<file path="config.mk">
export PLATFORM = sky130hd
export DESIGN_NAME = armt_ctrl
export DESIGN_NICKNAME = d
export VERILOG_FILES = /design/src/sv/armt_pkg.sv /design/src/sv/armt_ctrl.sv
export SDC_FILE = /design/constraint.sdc
export NUM_CORES = 1
export LEC_CHECK = 0
export BUFFER_PORTS_ARGS = -buffer_cell sky130_fd_sc_hd__buf_2
export CORE_AREA = 2 2 39 41
export DETAILED_ROUTE_END_ITERATION = 12
export DIE_AREA = 0 0 41 43
export PLACE_DENSITY = 0.3
export SYNTH_ARGS = -nofsm -noshare
export SYNTH_HDL_FRONTEND = slang
export SYNTH_SLANG_ARGS = --single-unit
</file>
<file path="constraint.sdc">
create_clock -name i_clk -period 1 [get_ports i_clk]
set_input_delay 0.2 -clock i_clk [delete_from_list [all_inputs] [get_ports i_clk]]
set_output_delay 0.2 -clock i_clk [all_outputs]
set_load 0.01 [all_outputs]
</file>
<file path="src/sv/armt_pkg.sv">
// Package for the address range map table.
// Holds operation and status codes, the controller state type and the
// controller-to-datapath command bundle. No dependencies.
package armt_pkg;

    localparam int DATA_W = 48;
    localparam int FIELD_W = 48;

    localparam logic [1:0] OP_ADD    = 2'd0;
    localparam logic [1:0] OP_REMOVE = 2'd1;
    localparam logic [1:0] OP_FIND   = 2'd2;

    localparam logic [1:0] ST_OK   = 2'd0;
    localparam logic [1:0] ST_FULL = 2'd1;
    localparam logic [1:0] ST_MISS = 2'd2;

    typedef enum logic [1:0] {
        S_IDLE,
        S_CMP,
        S_RES
    } t_state;

    typedef struct packed {
        logic capture;
        logic eval;
        logic commit;
    } t_cmd;

endpackage

</file>
<file path="src/sv/armt_ctrl.sv">
// Controller state machine of the address range map table.
// Sequences capture, compare and commit; depends on armt_pkg.
module armt_ctrl
    import armt_pkg::*;
(
    input  logic i_clk,
    input  logic i_rst_n,
    input  logic start,
    output logic busy,
    output logic o_valid,
    output t_cmd o_cmd
);

    t_state r_state;
    t_state n_state;
    logic   r_valid;
    logic   accept;

    assign accept = start && (r_state != S_CMP);

    always_comb begin
        n_state = r_state;
        unique case (r_state)
            S_IDLE:  n_state = accept ? S_CMP : S_IDLE;
            S_CMP:   n_state = S_RES;
            S_RES:   n_state = accept ? S_CMP : S_IDLE;
            default: n_state = S_IDLE;
        endcase
    end

    always_comb begin
        o_cmd.capture = accept;
        o_cmd.eval    = (r_state == S_CMP);
        o_cmd.commit  = (r_state == S_RES);
        busy          = (r_state == S_CMP);
    end

    always_ff @(posedge i_clk) begin
        if (!i_rst_n) begin
            r_state <= S_IDLE;
            r_valid <= 1'b0;
        end else begin
            r_state <= n_state;
            r_valid <= (r_state == S_RES);
        end
    end

    assign o_valid = r_valid;

endmodule

</file>
==> results.yml, run 1 <==
critical_path:
  path_delay_family: "flip-flops"
  startpoint: "r_state[0]"
  worstPathArrival_ps: 900
  reg2reg_depth: 2
  cp_data_required_time_ps: 800
  crit_cells: 3
  path_cells: "nor2b_4, nor2b_1, buf_2"
  cp_max_fo: 4
  crit_buf_inv: 1
  worst_setup_path_end_kind: "output pin"
  worstSetupPathType: "register to output pin"
  timing.rr.start: "r_state[0]"
  slowest_stage: "dfxtp_2"
  cp_slowest_stage_delay_ps: 320
  worstSetupStartpointType: "register"
clocking:
  cts_buffer_depth: 2
  clk_latency_ps: 240
  clk_pin_slew_ps: 40
  ctsHoldBuffers: 0
  cts_tree: "built"
  cts_root_buffer: "clkbuf_4"
  htreeDepth: 1
  cts_made_buffers: 3
  cts.sinks: 3
global_routing:
  grt_pass1_vias: 89
  grt_max_degree: 5
  grt_usage_pct: 4.11
  antenna_found_initial: 0
  grt_first_pass_wirelength_um: 351
  grt_overflow: 0
final_layout:
  syn2layout_area_growth_pct: 61.0
  final_cell_mix: "buf_2 (7), clkbuf_4 (3), nor2b_1 (2), and3b_1 (2), dfxtp_2 (2)"
  design_area_sq_um: 201
  antenna_cells: 0
  layout_commonest_cell: "buf_2"
  layout.nets: 25
  final_util_pct: 14.6
  fillers: 162
  layout-drive-gt1-share_pct: 66.7
hold_path:
  hp-start: "i_rst_n"
  hold_class: "input pin to register"
  hold_depth: 2
placed_design:
  dp_slack_ps: 95.6
  place_congestion: 0.434
  io_buffers: 7
  postPlaceCellArea_sq_um: 165
timing:
  grt_setup_unrepaired: "true"
  final_hold_viol_count: 0
  tightest_slew_ps: 96.5
  period_needed_ps: 1100
  fin_crit_sh_pct: 110
  finalWorstSetupSlack_ps: -96.5
  report.final.setup_viol: 4
  fin_worst_skew_ps: 1.51
  drv_slew: 0
  relSlewSlack_pct: 93.6
  timing.fmax_mhz: 912
routing:
  ant_nets: 0
  wl_per_cell_um: 6.92
  drtPass1Iterations: 1
  drt_wl_total_um: 256
  via_per_inst: 2.73
  routed-via-count: 101
  remaining_drc_errors: 0
  drt_iter0_drc: 0
synthesis:
  yosysTopAreaCellShare_pct: 48.0
  synth_nets: 14
  yosys.area.top_type: "dfxtp_1"
  yosysSeqAreaShare_pct: 48.0
  synthCells: 11
  ys_ff_latch: 3
  netlist_area_sq_um: 125
  yosysUniqueCellTypes: 6
  avgSynthCellArea_sq_um: 11.4
  synth_warnings: 0
  synthTopCellsByArea: "dfxtp_1 (48%), and3b_1 (14%), buf_4 (12%)"
pwr:
  power.leakage_nw: 0.106
  totalPowerFinal_mw: 0.381
  worst_ir_drop_vdd_v: 0.000533
  cellPowerDensity_nw_per_um2: 1890
floorplan:
  core_sq_um: 1380
  die_area_sq_um: 1760
  start_util_pct: 9.04
  die_h_um: 43
  row_count: 14
  die_w_um: 41
  io_pins: 8
run_status:
  outcome: "complete, but fails checks"
  violations: "setup timing"
flow_run:
  cap_violations: 0
-- state kept, by name (all words and copies together) (netlist names) --
register	flops
o_valid	1
r_state	2
-- synth_stat cells --
cell and number:
and3b_1 2, nor2b_4 1, dfxtp_1 3, and2_1 1, nor2b_1 2, buf_4 2
-- cell type report --
| class | instances | area [sq um] | area share (%) |
|---|---|---|---|
| timing repair buffer | 8 | 42.5 | 21.1 |
| sequential | 3 | 62.6 | 31.1 |
| clock buffer | 4 | 26.3 | 13.0 |
| multi-input combinational | 6 | 50.0 | 24.8 |
| tap | 16 | 20.0 | 9.94 |
-- power by group --
part,switching (mW),leakage (nW),internal (mW),total [mW]
Sequential,0.00337,0.0253,0.126,0.129
Combinational,0.0148,0.0652,0.0201,0.0349
Clock,0.0672,0.0150,0.150,0.217
-- final timing paths --
check | endpoint | slack, ps
hold / removal | r_state[1] | 190
setup reg to reg | r_state[0] | 310
hold reg to reg | o_valid | 530
setup / recovery | o_cmd[2] | -100
-- layer usage --
layer  vias to the layer above  wire [um]  track usage (%)
met4                         0          0             6.00
met2                        10         64             2.50
met3                         0         58             6.28
met5                         -          0                0
met1                        38        132             3.83
li1                         53          -                -
-- stage by stage --
stage | TNS, ps | std cells | hold WS, ps
5_1_grt | -446 | 37 | 198
2_1_floorplan | 0 | 11 | 322
6_report | -242 | 37 | 194
3_5_place_dp | 0 | 32 | 438
4_1_cts | -329 | 37 | 188
3_3_place_gp | 0 | 32 | 430
-- what timing repair did --
action,4_1_cts,5_1_grt
gates resized for setup,2,0
setup buffers,1,0
setup endpoints to repair,4,4
endpoints found under the hold margin,0,0
-- logic make-up (layout without fill, tap and decap cells) --
logic type	after synthesis	count (layout)	share of synthesized area, %
and+or+nand+nor	6	6	40.0
buffers and inverters	2	12	12.0
DFF	3	3	48.0
No activity file was read; power rests on OpenSTA's default activity.
==> run 2: changes to the inputs <==
- CTS_BUF_LIST: unset -> sky130_fd_sc_hd__clkbuf_8
==> results.yml, run 2 (synthesis gave the netlist of run 1 again) <==
floorplan:
  core_sq_um: 1380
  die_h_um: 43
  start_util_pct: 9.04
  row_count: 14
  die_w_um: 41
  io_pins: 8
  die_area_sq_um: 1760
pwr:
  cellPowerDensity_nw_per_um2: 2280
  worst_ir_drop_vdd_v: 0.000613
  power.leakage_nw: 0.117
clocking:
  cts.sinks: 3
  ctsHoldBuffers: 0
  htreeDepth: 1
  cts_root_buffer: "clkbuf_8"
  clk_latency_ps: 210
  cts_buffer_depth: 2
  clk_pin_slew_ps: 30
  cts_made_buffers: 3
  cts_tree: "built"
global_routing:
  grt_first_pass_wirelength_um: 351
  grt_overflow: 0
  antenna_found_initial: 0
  grt_pass1_vias: 94
  grt_max_degree: 5
  grt_usage_pct: 3.91
timing:
  fin_crit_sh_pct: 107
  grt_setup_unrepaired: "true"
  final_hold_viol_count: 0
  period_needed_ps: 1070
  timing.fmax_mhz: 933
  relSlewSlack_pct: 93.6
  tightest_slew_ps: 95.9
  fin_worst_skew_ps: 1.68
  drv_slew: 0
  report.final.setup_viol: 4
  finalWorstSetupSlack_ps: -71.3
  whs_ps: 217
final_layout:
  top_register: "r_state"
  layout_commonest_cell: "buf_2"
  regArea_sq_um: 62.6
  syn2layout_area_growth_pct: 76.0
  fillers: 160
  layout.nets: 25
  largest_register_ffs: 2
  multi_input_area_sq_um: 50.0
  final_cell_mix: "buf_2 (7), clkbuf_8 (3), nor2b_1 (2), and3b_1 (2), dfxtp_2 (2)"
  layout-drive-gt1-share_pct: 66.7
  design_area_sq_um: 220
  antenna_cells: 0
routing:
  remaining_drc_errors: 0
  routed-via-count: 102
  routed.top_layer: "met3"
  drtPass1Iterations: 2
  wl_met2_um: 63
  ant_nets: 0
  wl_per_cell_um: 6.62
  wl_met1_um: 121
  via_per_inst: 2.76
  drt_iter0_drc: 7
  met3_length_um: 60
  drt_wl_total_um: 245
critical_path:
  cp_max_fo: 4
  slowest_stage: "dfxtp_2"
  rr_endpoint: "r_state[0]"
  cp_data_required_time_ps: 800
  worstSetupStartpointType: "register"
  worstPathArrival_ps: 870
  crit_buf_inv: 1
  timing.rr.start: "r_state[0]"
  path_cells: "nor2b_4, nor2b_1, buf_2"
  path_delay_family: "flip-flops"
  worst_setup_path_end_kind: "output pin"
  r2r_slack_ps: 310
  cp_slowest_stage_delay_ps: 320
  reg2reg_depth: 2
  worstSetupPathType: "register to output pin"
run_status:
  outcome: "complete, but fails checks"
  violations: "setup timing"
placed_design:
  postPlaceCellArea_sq_um: 165
  place_congestion: 0.434
  io_buffers: 7
hold_path:
  hp-start: "i_rst_n"
  hold_depth: 2
  hold_class: "input pin to register"
  min_to: "r_state[1]"
flow_run:
  cap_violations: 0
run 2: changes by cell type in the layout (fill, tap and decap cells not counted), sizes merged:
cell / before / now
clkbuf: 4 / 3
inv: 0 / 1
run 2: metal layers:
metal	global-route usage (%)	up-vias
met5	0	-
met4	4.00	0
met3	6.28	0
met2	2.81	10
met1	3.83	40
li1	-	52
run 2: per-stage QoR:
stage          power (mW)  setup TNS (ps)  instances  setup slack (ps)  utilization (%)
3_3_place_gp        0.162               0         32               128             11.9
5_1_grt             0.536            -323         37              -122             15.9
6_report            0.501            -141         37             -71.3             15.9
4_1_cts             0.515            -211         37             -87.6             15.9
2_1_floorplan       0.154               0         11              94.1                -
3_5_place_dp        0.163               0         32              95.6             11.9
run 2: repair_timing:
item                       4_1_cts  5_1_grt
resized for setup                2        0
hold endpoints to repair         0        0
setup endpoints to repair        4        4
buffers inserted                 1        0
pin swaps                        0        0
run 2: worst max-delay path by stage:
stage | startpoint | endpoint | depth (start not counted)
CTS | r_state[0] | o_cmd[2] | 3
global route | r_state[0] | o_cmd[2] | 3
detailed placement | r_state[0] | o_cmd[2] | 3
finish | r_state[0] | o_cmd[2] | 3
global placement | r_state[0] | o_cmd[2] | 3
floorplan | r_state[0] | o_cmd[2] | 3
run 2: layout make-up:
| type | instances | share of cell area (%) |
|---|---|---|
| multi-input combinational | 6 | 22.7 |
| clock buffer | 3 | 18.8 |
| tap | 16 | 9.09 |
| timing repair buffer | 8 | 19.3 |
| clock inverter | 1 | 1.70 |
| sequential | 3 | 28.4 |
run 2: power breakdown:
part           leakage (nW)  switching (mW)  internal (mW)
sequential           0.0253         0.00337          0.126
combinational        0.0652          0.0147         0.0201
clock                0.0269          0.0757          0.261
total                 0.117          0.0938          0.407
run 2: worst register-to-register path: cells and delay by family, from the launching register on:
family | cells | cell delay [ps]
buffers and inverters | 1 | 100
DFF | 1 | 320
and+or+nand+nor | 1 | 160
